==> src/sv/cal_pkg.sv <==
`default_nettype none

package cal_pkg;

	localparam int IDX_W    = 6;
	localparam int VALUE_W  = 32;
	localparam int COUNT_W  = 7;
	// reads reach only the positions an index can name
	localparam int IDX_SPAN = 1 << IDX_W;
	// cells folded into one partial word in the first read stage
	localparam int GRP_SIZE = 8;

	typedef enum logic [1:0] {
		OP_APPEND = 2'd0,
		OP_SET    = 2'd1,
		OP_GET    = 2'd2,
		OP_DELETE = 2'd3
	} op_t;

	typedef enum logic [1:0] {
		STAT_OK    = 2'd0,
		STAT_RANGE = 2'd1,
		STAT_FULL  = 2'd2
	} status_t;

	typedef struct packed {
		op_t                       op;
		logic [IDX_W-1:0]          index;
		logic signed [VALUE_W-1:0] value;
	} req_t;

	typedef struct packed {
		logic signed [VALUE_W-1:0] read_value;
		logic [COUNT_W-1:0]        count;
		status_t                   status;
	} rsp_t;

	// broadcast from the decoder to every cell; each flag already carries
	// the range check and the stage advance
	typedef struct packed {
		logic             do_append;
		logic             do_set;
		logic             do_delete;
		logic             do_get;
		logic [IDX_W-1:0] index;
	} cell_ctrl_t;

endpackage

`default_nettype wire

==> src/sv/cal_cell.sv <==
`default_nettype none

module cal_cell
	import cal_pkg::*;
#(
	parameter int DATA_WIDTH = 32,
	parameter int CNT_W      = 7,
	parameter int POS_W      = 7,
	parameter int POS        = 0
) (
	input  wire logic                  clk,
	input  wire cell_ctrl_t            ctrl,
	input  wire logic [CNT_W-1:0]      count,
	input  wire logic [DATA_WIDTH-1:0] value,
	input  wire logic [DATA_WIDTH-1:0] next_data,
	output logic      [DATA_WIDTH-1:0] data,
	output logic      [DATA_WIDTH-1:0] rd_word
);

	localparam logic [POS_W:0] POS_V = (POS_W + 1)'(POS);
	localparam logic [POS_W:0] POS_N = (POS_W + 1)'(POS + 1);

	logic [DATA_WIDTH-1:0] data_q;
	logic [DATA_WIDTH-1:0] data_d;
	logic                  load;
	logic [POS_W:0]        idx_ext;
	logic [POS_W:0]        cnt_ext;

	assign idx_ext = (POS_W + 1)'(ctrl.index);
	assign cnt_ext = (POS_W + 1)'(count);

	always_comb begin
		load   = 1'b0;
		data_d = value;
		priority if (ctrl.do_append && cnt_ext == POS_V) begin
			load = 1'b1;
		end else if (ctrl.do_set && idx_ext == POS_V) begin
			load = 1'b1;
		end else if (ctrl.do_delete && POS_V >= idx_ext && POS_N < cnt_ext) begin
			// take the upper neighbor to close the gap
			load   = 1'b1;
			data_d = next_data;
		end else begin
			load = 1'b0;
		end
	end

	always_ff @(posedge clk) begin
		if (load) begin
			data_q <= data_d;
		end
	end

	assign data    = data_q;
	assign rd_word = (ctrl.do_get && idx_ext == POS_V) ? data_q : '0;

endmodule

`default_nettype wire

==> src/sv/compacting_array_list.sv <==
`default_nettype none

// channel  dir  payload  transfer when
// req      in   req_t    req_valid && req_ready
// rsp      out  rsp_t    rsp_valid && rsp_ready
//
// Each op passes the input register, the cell row (cell update with partial read OR)
// and the final OR into the result register before its result appears.
// A new request is taken every cycle while rsp_ready stays high; the pipeline
// stages fill behind a stalled result and req_ready drops only when all are full.
// Reset clears the count and the stage valids; cell contents are left as is.

module compacting_array_list
	import cal_pkg::*;
#(
	parameter int CAPACITY   = 64,
	parameter int DATA_WIDTH = 32
) (
	input  wire logic clk,
	input  wire logic arst_n,
	input  wire logic req_valid,
	output logic      req_ready,
	input  wire req_t req,
	output logic      rsp_valid,
	input  wire logic rsp_ready,
	output rsp_t      rsp
);

	localparam int CNT_W      = $clog2(CAPACITY + 1);
	localparam int POS_W      = (CNT_W > IDX_W) ? CNT_W : IDX_W;
	localparam int READ_CELLS = (CAPACITY < IDX_SPAN) ? CAPACITY : IDX_SPAN;
	localparam int NGRP       = (READ_CELLS + GRP_SIZE - 1) / GRP_SIZE;
	localparam logic [CNT_W-1:0] CAP_V = CNT_W'(CAPACITY);

	// stage valids and stage enables
	logic valid_s1, valid_s2, rsp_valid_q;
	logic en_out, en_s2, en_s1, advance;

	req_t             item_s1;
	logic [CNT_W-1:0] count_q;
	logic [CNT_W-1:0] count_d;
	status_t          status_d;
	logic             in_range, full;
	cell_ctrl_t       ctrl;
	logic [DATA_WIDTH-1:0] value_ext;

	logic [DATA_WIDTH-1:0] cell_data [CAPACITY];
	logic [DATA_WIDTH-1:0] cell_rd   [CAPACITY];
	logic [DATA_WIDTH-1:0] part_d    [NGRP];
	logic [DATA_WIDTH-1:0] part_s2   [NGRP];
	logic [CNT_W-1:0]      count_s2;
	status_t               status_s2;
	logic [DATA_WIDTH-1:0] rd_word;
	logic [VALUE_W-1:0]    rd_value;
	rsp_t                  rsp_q;

	assign en_out    = !rsp_valid_q || rsp_ready;
	assign en_s2     = !valid_s2 || en_out;
	assign en_s1     = !valid_s1 || en_s2;
	assign req_ready = en_s1;
	assign advance   = valid_s1 && en_s2;

	// decode against the count left by all earlier items
	assign in_range = POS_W'(item_s1.index) < POS_W'(count_q);
	assign full     = count_q == CAP_V;

	always_comb begin
		ctrl          = '0;
		ctrl.index    = item_s1.index;
		count_d       = count_q;
		status_d      = STAT_OK;
		unique case (item_s1.op)
			OP_APPEND: begin
				if (full) begin
					status_d = STAT_FULL;
				end else begin
					ctrl.do_append = advance;
					count_d        = count_q + 1'b1;
				end
			end
			OP_SET: begin
				if (!in_range) status_d = STAT_RANGE;
				else ctrl.do_set = advance;
			end
			OP_GET: begin
				if (!in_range) status_d = STAT_RANGE;
				else ctrl.do_get = advance;
			end
			OP_DELETE: begin
				if (!in_range) begin
					status_d = STAT_RANGE;
				end else begin
					ctrl.do_delete = advance;
					count_d        = count_q - 1'b1;
				end
			end
			default: status_d = STAT_OK;
		endcase
	end

	generate
		if (DATA_WIDTH <= VALUE_W) begin : g_val_narrow
			assign value_ext = item_s1.value[DATA_WIDTH-1:0];
		end else begin : g_val_wide
			assign value_ext = {{(DATA_WIDTH - VALUE_W){item_s1.value[VALUE_W-1]}},
				item_s1.value};
		end
	endgenerate

	for (genvar i = 0; i < CAPACITY; i++) begin : g_cell
		logic [DATA_WIDTH-1:0] upper;
		if (i == CAPACITY - 1) begin : g_last
			assign upper = '0;
		end else begin : g_mid
			assign upper = cell_data[i+1];
		end
		cal_cell #(
			.DATA_WIDTH(DATA_WIDTH),
			.CNT_W     (CNT_W),
			.POS_W     (POS_W),
			.POS       (i)
		) u_cell (
			.clk      (clk),
			.ctrl     (ctrl),
			.count    (count_q),
			.value    (value_ext),
			.next_data(upper),
			.data     (cell_data[i]),
			.rd_word  (cell_rd[i])
		);
	end

	// first read stage: fold groups of cells into partial words
	always_comb begin
		for (int g = 0; g < NGRP; g++) begin
			part_d[g] = '0;
			for (int k = 0; k < GRP_SIZE; k++) begin
				if (g * GRP_SIZE + k < READ_CELLS) begin
					part_d[g] = part_d[g] | cell_rd[g*GRP_SIZE+k];
				end
			end
		end
	end

	always_ff @(posedge clk or negedge arst_n) begin
		if (!arst_n) begin
			valid_s1    <= 1'b0;
			valid_s2    <= 1'b0;
			rsp_valid_q <= 1'b0;
			count_q     <= '0;
		end else begin
			if (en_s1) valid_s1 <= req_valid;
			if (en_s2) valid_s2 <= valid_s1;
			if (en_out) rsp_valid_q <= valid_s2;
			if (advance) count_q <= count_d;
		end
	end

	always_ff @(posedge clk) begin
		if (en_s1 && req_valid) begin
			item_s1 <= req;
		end
		if (advance) begin
			part_s2   <= part_d;
			count_s2  <= count_d;
			status_s2 <= status_d;
		end
		if (en_out && valid_s2) begin
			rsp_q.read_value <= rd_value;
			rsp_q.count      <= COUNT_W'(count_s2);
			rsp_q.status     <= status_s2;
		end
	end

	// second read stage: combine the partials
	always_comb begin
		rd_word = '0;
		for (int g = 0; g < NGRP; g++) begin
			rd_word = rd_word | part_s2[g];
		end
	end

	generate
		if (DATA_WIDTH >= VALUE_W) begin : g_rd_wide
			assign rd_value = rd_word[VALUE_W-1:0];
		end else begin : g_rd_narrow
			assign rd_value = {{(VALUE_W - DATA_WIDTH){rd_word[DATA_WIDTH-1]}}, rd_word};
		end
	endgenerate

	assign rsp_valid = rsp_valid_q;
	assign rsp       = rsp_q;

	a_count_bound: assert property (@(posedge clk) disable iff (!arst_n)
		count_q <= CAP_V)
		else $error("entry count above capacity");

	a_count_step: assert property (@(posedge clk) disable iff (!arst_n)
		count_q == $past(count_q) || count_q == CNT_W'($past(count_q) + 1'b1)
		|| count_q == CNT_W'($past(count_q) - 1'b1))
		else $error("entry count moved by more than one");

	a_count_hold: assert property (@(posedge clk) disable iff (!arst_n)
		!advance |=> count_q == $past(count_q))
		else $error("entry count changed without an item in the cells");

	a_full_count: assert property (@(posedge clk) disable iff (!arst_n)
		rsp_valid && rsp.status == STAT_FULL |-> rsp.count == COUNT_W'(CAPACITY))
		else $error("full status while list not at capacity");

	a_read_ok: assert property (@(posedge clk) disable iff (!arst_n)
		rsp_valid && rsp.read_value != '0 |-> rsp.status == STAT_OK)
		else $error("read data returned with an error status");

endmodule

`default_nettype wire

==> config.mk <==
export PLATFORM = sky130hd
export DESIGN_NAME = compacting_array_list
export DESIGN_NICKNAME = d
export VERILOG_FILES = /design/src/sv/cal_pkg.sv /design/src/sv/cal_cell.sv /design/src/sv/compacting_array_list.sv
export SDC_FILE = /design/constraint.sdc
export NUM_CORES = 2
export LEC_CHECK = 0
export BUFFER_PORTS_ARGS = -buffer_cell sky130_fd_sc_hd__buf_2
export CORE_ASPECT_RATIO = 0.8
export CORE_MARGIN = 3
export CORE_UTILIZATION = 55
export DETAILED_ROUTE_END_ITERATION = 8
export PLACE_DENSITY = 0.69
export SETUP_SLACK_MARGIN = 0.1
export SYNTH_ARGS = -nofsm -noshare
export SYNTH_HDL_FRONTEND = slang
export SYNTH_HIERARCHICAL = 1
export SYNTH_SLANG_ARGS = --single-unit
export TNS_END_PERCENT = 50
==> constraint.sdc <==
create_clock -name clk -period 10.7 [get_ports clk]
set_input_delay 2.14 -clock clk [delete_from_list [all_inputs] [get_ports clk]]
set_output_delay 2.14 -clock clk [all_outputs]
set_load 0.02 [all_outputs]
==> results by group <==
Power and ir drop
  – Lkg Pwr: 0.0584 uW
  – Worst vdd ir: 135 uV
  – Switching Fraction: 25.0%
  – P per Cell Area: 154 nW/um^2
  – Clock power share: 39.6%
  – Design internal power: 16500 uW
  – NetSw: 5480 uW
  – Comb power frac: 10.6%
  – Flop pwr share: 49.8%

Placement
  – Area after DPL: 135000 um^2
  – Hpwl dp: 252000 um
  – Placed Cells: 12000
  – PortBufs: 86
  – Final GP Congestion: 0.916

Hold path
  – Min-Delay Path Class: reg2reg

Yosys
  – Synthesized area: 132000 um^2
  – Synth async-reset ratio: 0.416%
  – Post-synth EDFFs: 2394
  – Largest area contributor in the synthesized netlist: edfxtp_1
  – Mean post-synth cell area: 14.7 um^2
  – Top cells by area, synth: edfxtp_1, mux2_4, and3_1
  – Register area share after synthesis: 54.7%
  – Yosys top cell area share: 54.6%
  – Yosys cell types: 153
  – Post-synthesis cell count: 8974
  – Yosys warning total: 6
  – Yosys reg bits: 2404
  – Primary FF master, synth: edfxtp_1

Die
  – Die area: 246000 um^2
  – FP Rows: 160
  – Die span in x: 553 um
  – Die H: 444 um
  – Initial core utilization: 55.4%
  – I/O pin total: 87
  – Area of the core: 238000 um^2

Layout
  – Post-route insts no fill: 12400
  – Commonest cells after routing, fill and taps aside: edfxtp_1, mux2_4, and3_1, and2_1, nor4_1
  – Commonest non-fill, non-tap cell in the layout: edfxtp_1
  – Fin area: 143000 um^2
  – Net count, final: 9130
  – Area delta synth->final: 8.30%
  – Share of layout cells above drive strength 1: 32.6%

Critical path
  – Data required time of the critical path: 11.30 ns
  – Critical path's largest stage delay: 0.87 ns
  – CP Launch Type: register
  – Setup crit end kind: register
  – CP max stage cell: dfrtp_4
  – Worst EP arrival: 6.44 ns
  – Most used cell along the critical path: inv_1
  – Crit path max-delay family: simple AND/OR/NAND/NOR gates
  – Peak fanout along the critical path: 50
  – Setup CP Type: reg2reg
  – CP cell instances: inv_1 > ha_1 > and4b_1 > o21ai_2 > o211ai_4 > nor2_4 > buf_4 > inv_1 > a2111oi_4 > nand4_4 > mux2_4
  – Worst Path Buf+Inv: 3

Global routing
  – Largest net degree at the start of global routing: 220
  – Vias in the first global route: 79600
  – Grt total ovfl: 0
  – First-pass GRT wire length: 591000 um
  – Initial antenna violation count: 29
  – Total global-route track usage: 32.7%

Routing
  – DRC: 0
  – Pre-Repair DR Iteration Count: 6
  – DR WL/cell: 33.4 um
  – Drt via density: 6.73
  – Routed Antenna Nets: 0
  – DR iter-0 viols: 12100
  – Detailed Route WL: 416000 um
  – Vias: 83800

Clock tree
  – Post-CTS setup buffer count: 0
  – Hold buffers post-CTS: 0
  – H-tree Lvls: 4
  – TritonCTS Buffers: 246
  – Reg clk slew, reported paths: 0.07 ns
  – CTS Root Cell: clkbuf_16
  – CTS tree: built
  – Clock Latency Late Sink: 0.93 ns
  – Post_cts resized: 0
  – CTS max path bufs: 4
  – CTS Sinks: 2404

STA
  – Hold WS: 0.417 ns
  – Fmax: 171 MHz
  – Final slew viol count: 0
  – Final setup violation count: 0
  – Worst slew margin: 1.78%
  – Final min period: 5.84 ns
  – Least-Margin Pin Slew: 1.46 ns
  – RSZ-0062 raised after global routing: no
  – Hold Vio Cnt, Final: 0
  – Clock skew: 0.0858 ns
  – Final period utilization: 54.6%
  – Setup_tns: 0 ns

Outcome
  – Status: finished with violations
  – Failing checks: max-capacitance violations

Run
  – MaxCap Viol Count: 1
[power groups by stage]
stage                     combinational (uW)  sequential [uW]  clock [uW]
after floorplan                         1350            11200           0
after global placement                  2170            11100           0
after detailed placement                2240            11100           0
after CTS                               2250            10900        8770
after global routing                    2380            10900        9140
final                                   2320            10900        8700
[metal layers]
metal	share of wire, %	vias to the layer above	wire length (um)	global-route usage [%]
li1	-	35000	-	-
met1	41	42600	170000	48.0
met2	41	5349	169000	44.8
met3	14	706	58800	11.0
met4	4.2	16	17500	11.8
met5	0.025	-	103	0
[cell families after synthesis]
kind of cell | count (synthesis) | share of synthesized area (%)
buf+inv | 569 | 3.22
flops | 2404 | 54.7
simple gates | 3584 | 17.3
compound gates | 385 | 2.52
xor+xnor | 1 | 0.00665
other cells | 1 | 0.00285
fa+ha+maj | 12 | 0.114
mux | 2018 | 22.1
[cells in the mapped netlist, drive strengths merged, types with 19 or more instances]
library cell,n
edfxtp,2394
nand3b,19
nand4b,32
a211oi,20
and2,873
nor3,52
and4,19
nor2,77
nand2,391
a21oi,38
inv,33
nand3,72
o21ai,82
nor4,618
nand4,62
mux2,2018
and3,1220
nand2b,19
clkbuf,333
buf,202
o211ai,117
[flip-flops by register name, indices dropped and copies added, names as in the netlist]
signal	count
rsp	41
ctrl	6
rsp_valid	1
valid_s2	1
status_s2	2
part_s2	256
count_s2	7
value_ext	32
count_q	7
item_s1	2
g_cell.u_cell/data	2048
valid_s1	1
[final timing paths]
kind | depth (start not counted) | endpoint | slack, ns | start
max in group asynchronous | 1 | count_q[6] | 9.32 | arst_n
worst max-delay path | 11 | g_cell[21].u_cell/data[19] | 4.86 | count_q[3]
min in group asynchronous | 1 | count_q[3] | 1.10 | arst_n
worst min-delay path | 0 | rsp[8] | 0.42 | count_s2[6]
worst max register to register | 11 | g_cell[21].u_cell/data[19] | 4.86 | count_q[3]
worst min register to register | 0 | rsp[8] | 0.42 | count_s2[6]
[stage by stage]
step                setup WS, ns  total power (uW)  utilization [%]
global placement            4.46             13300             56.6
detailed placement          4.35             13300             56.6
global route                4.73             22400             59.9
CTS                         4.99             21900             59.9
floorplan                  0.246             12500                -
finish                      4.86             21900             60.0
[area by class of cell]
type	count	area [um^2]
tap	3159	3950
multi-input combinational	6032	56000
clock inverter	137	1420
clock buffer	307	6470
fill	17900	95300
sequential	2404	72200
timing repair buffer	356	2540
antenna	11	27.5
inverter	34	131
(Power assumes the default switching activity.)
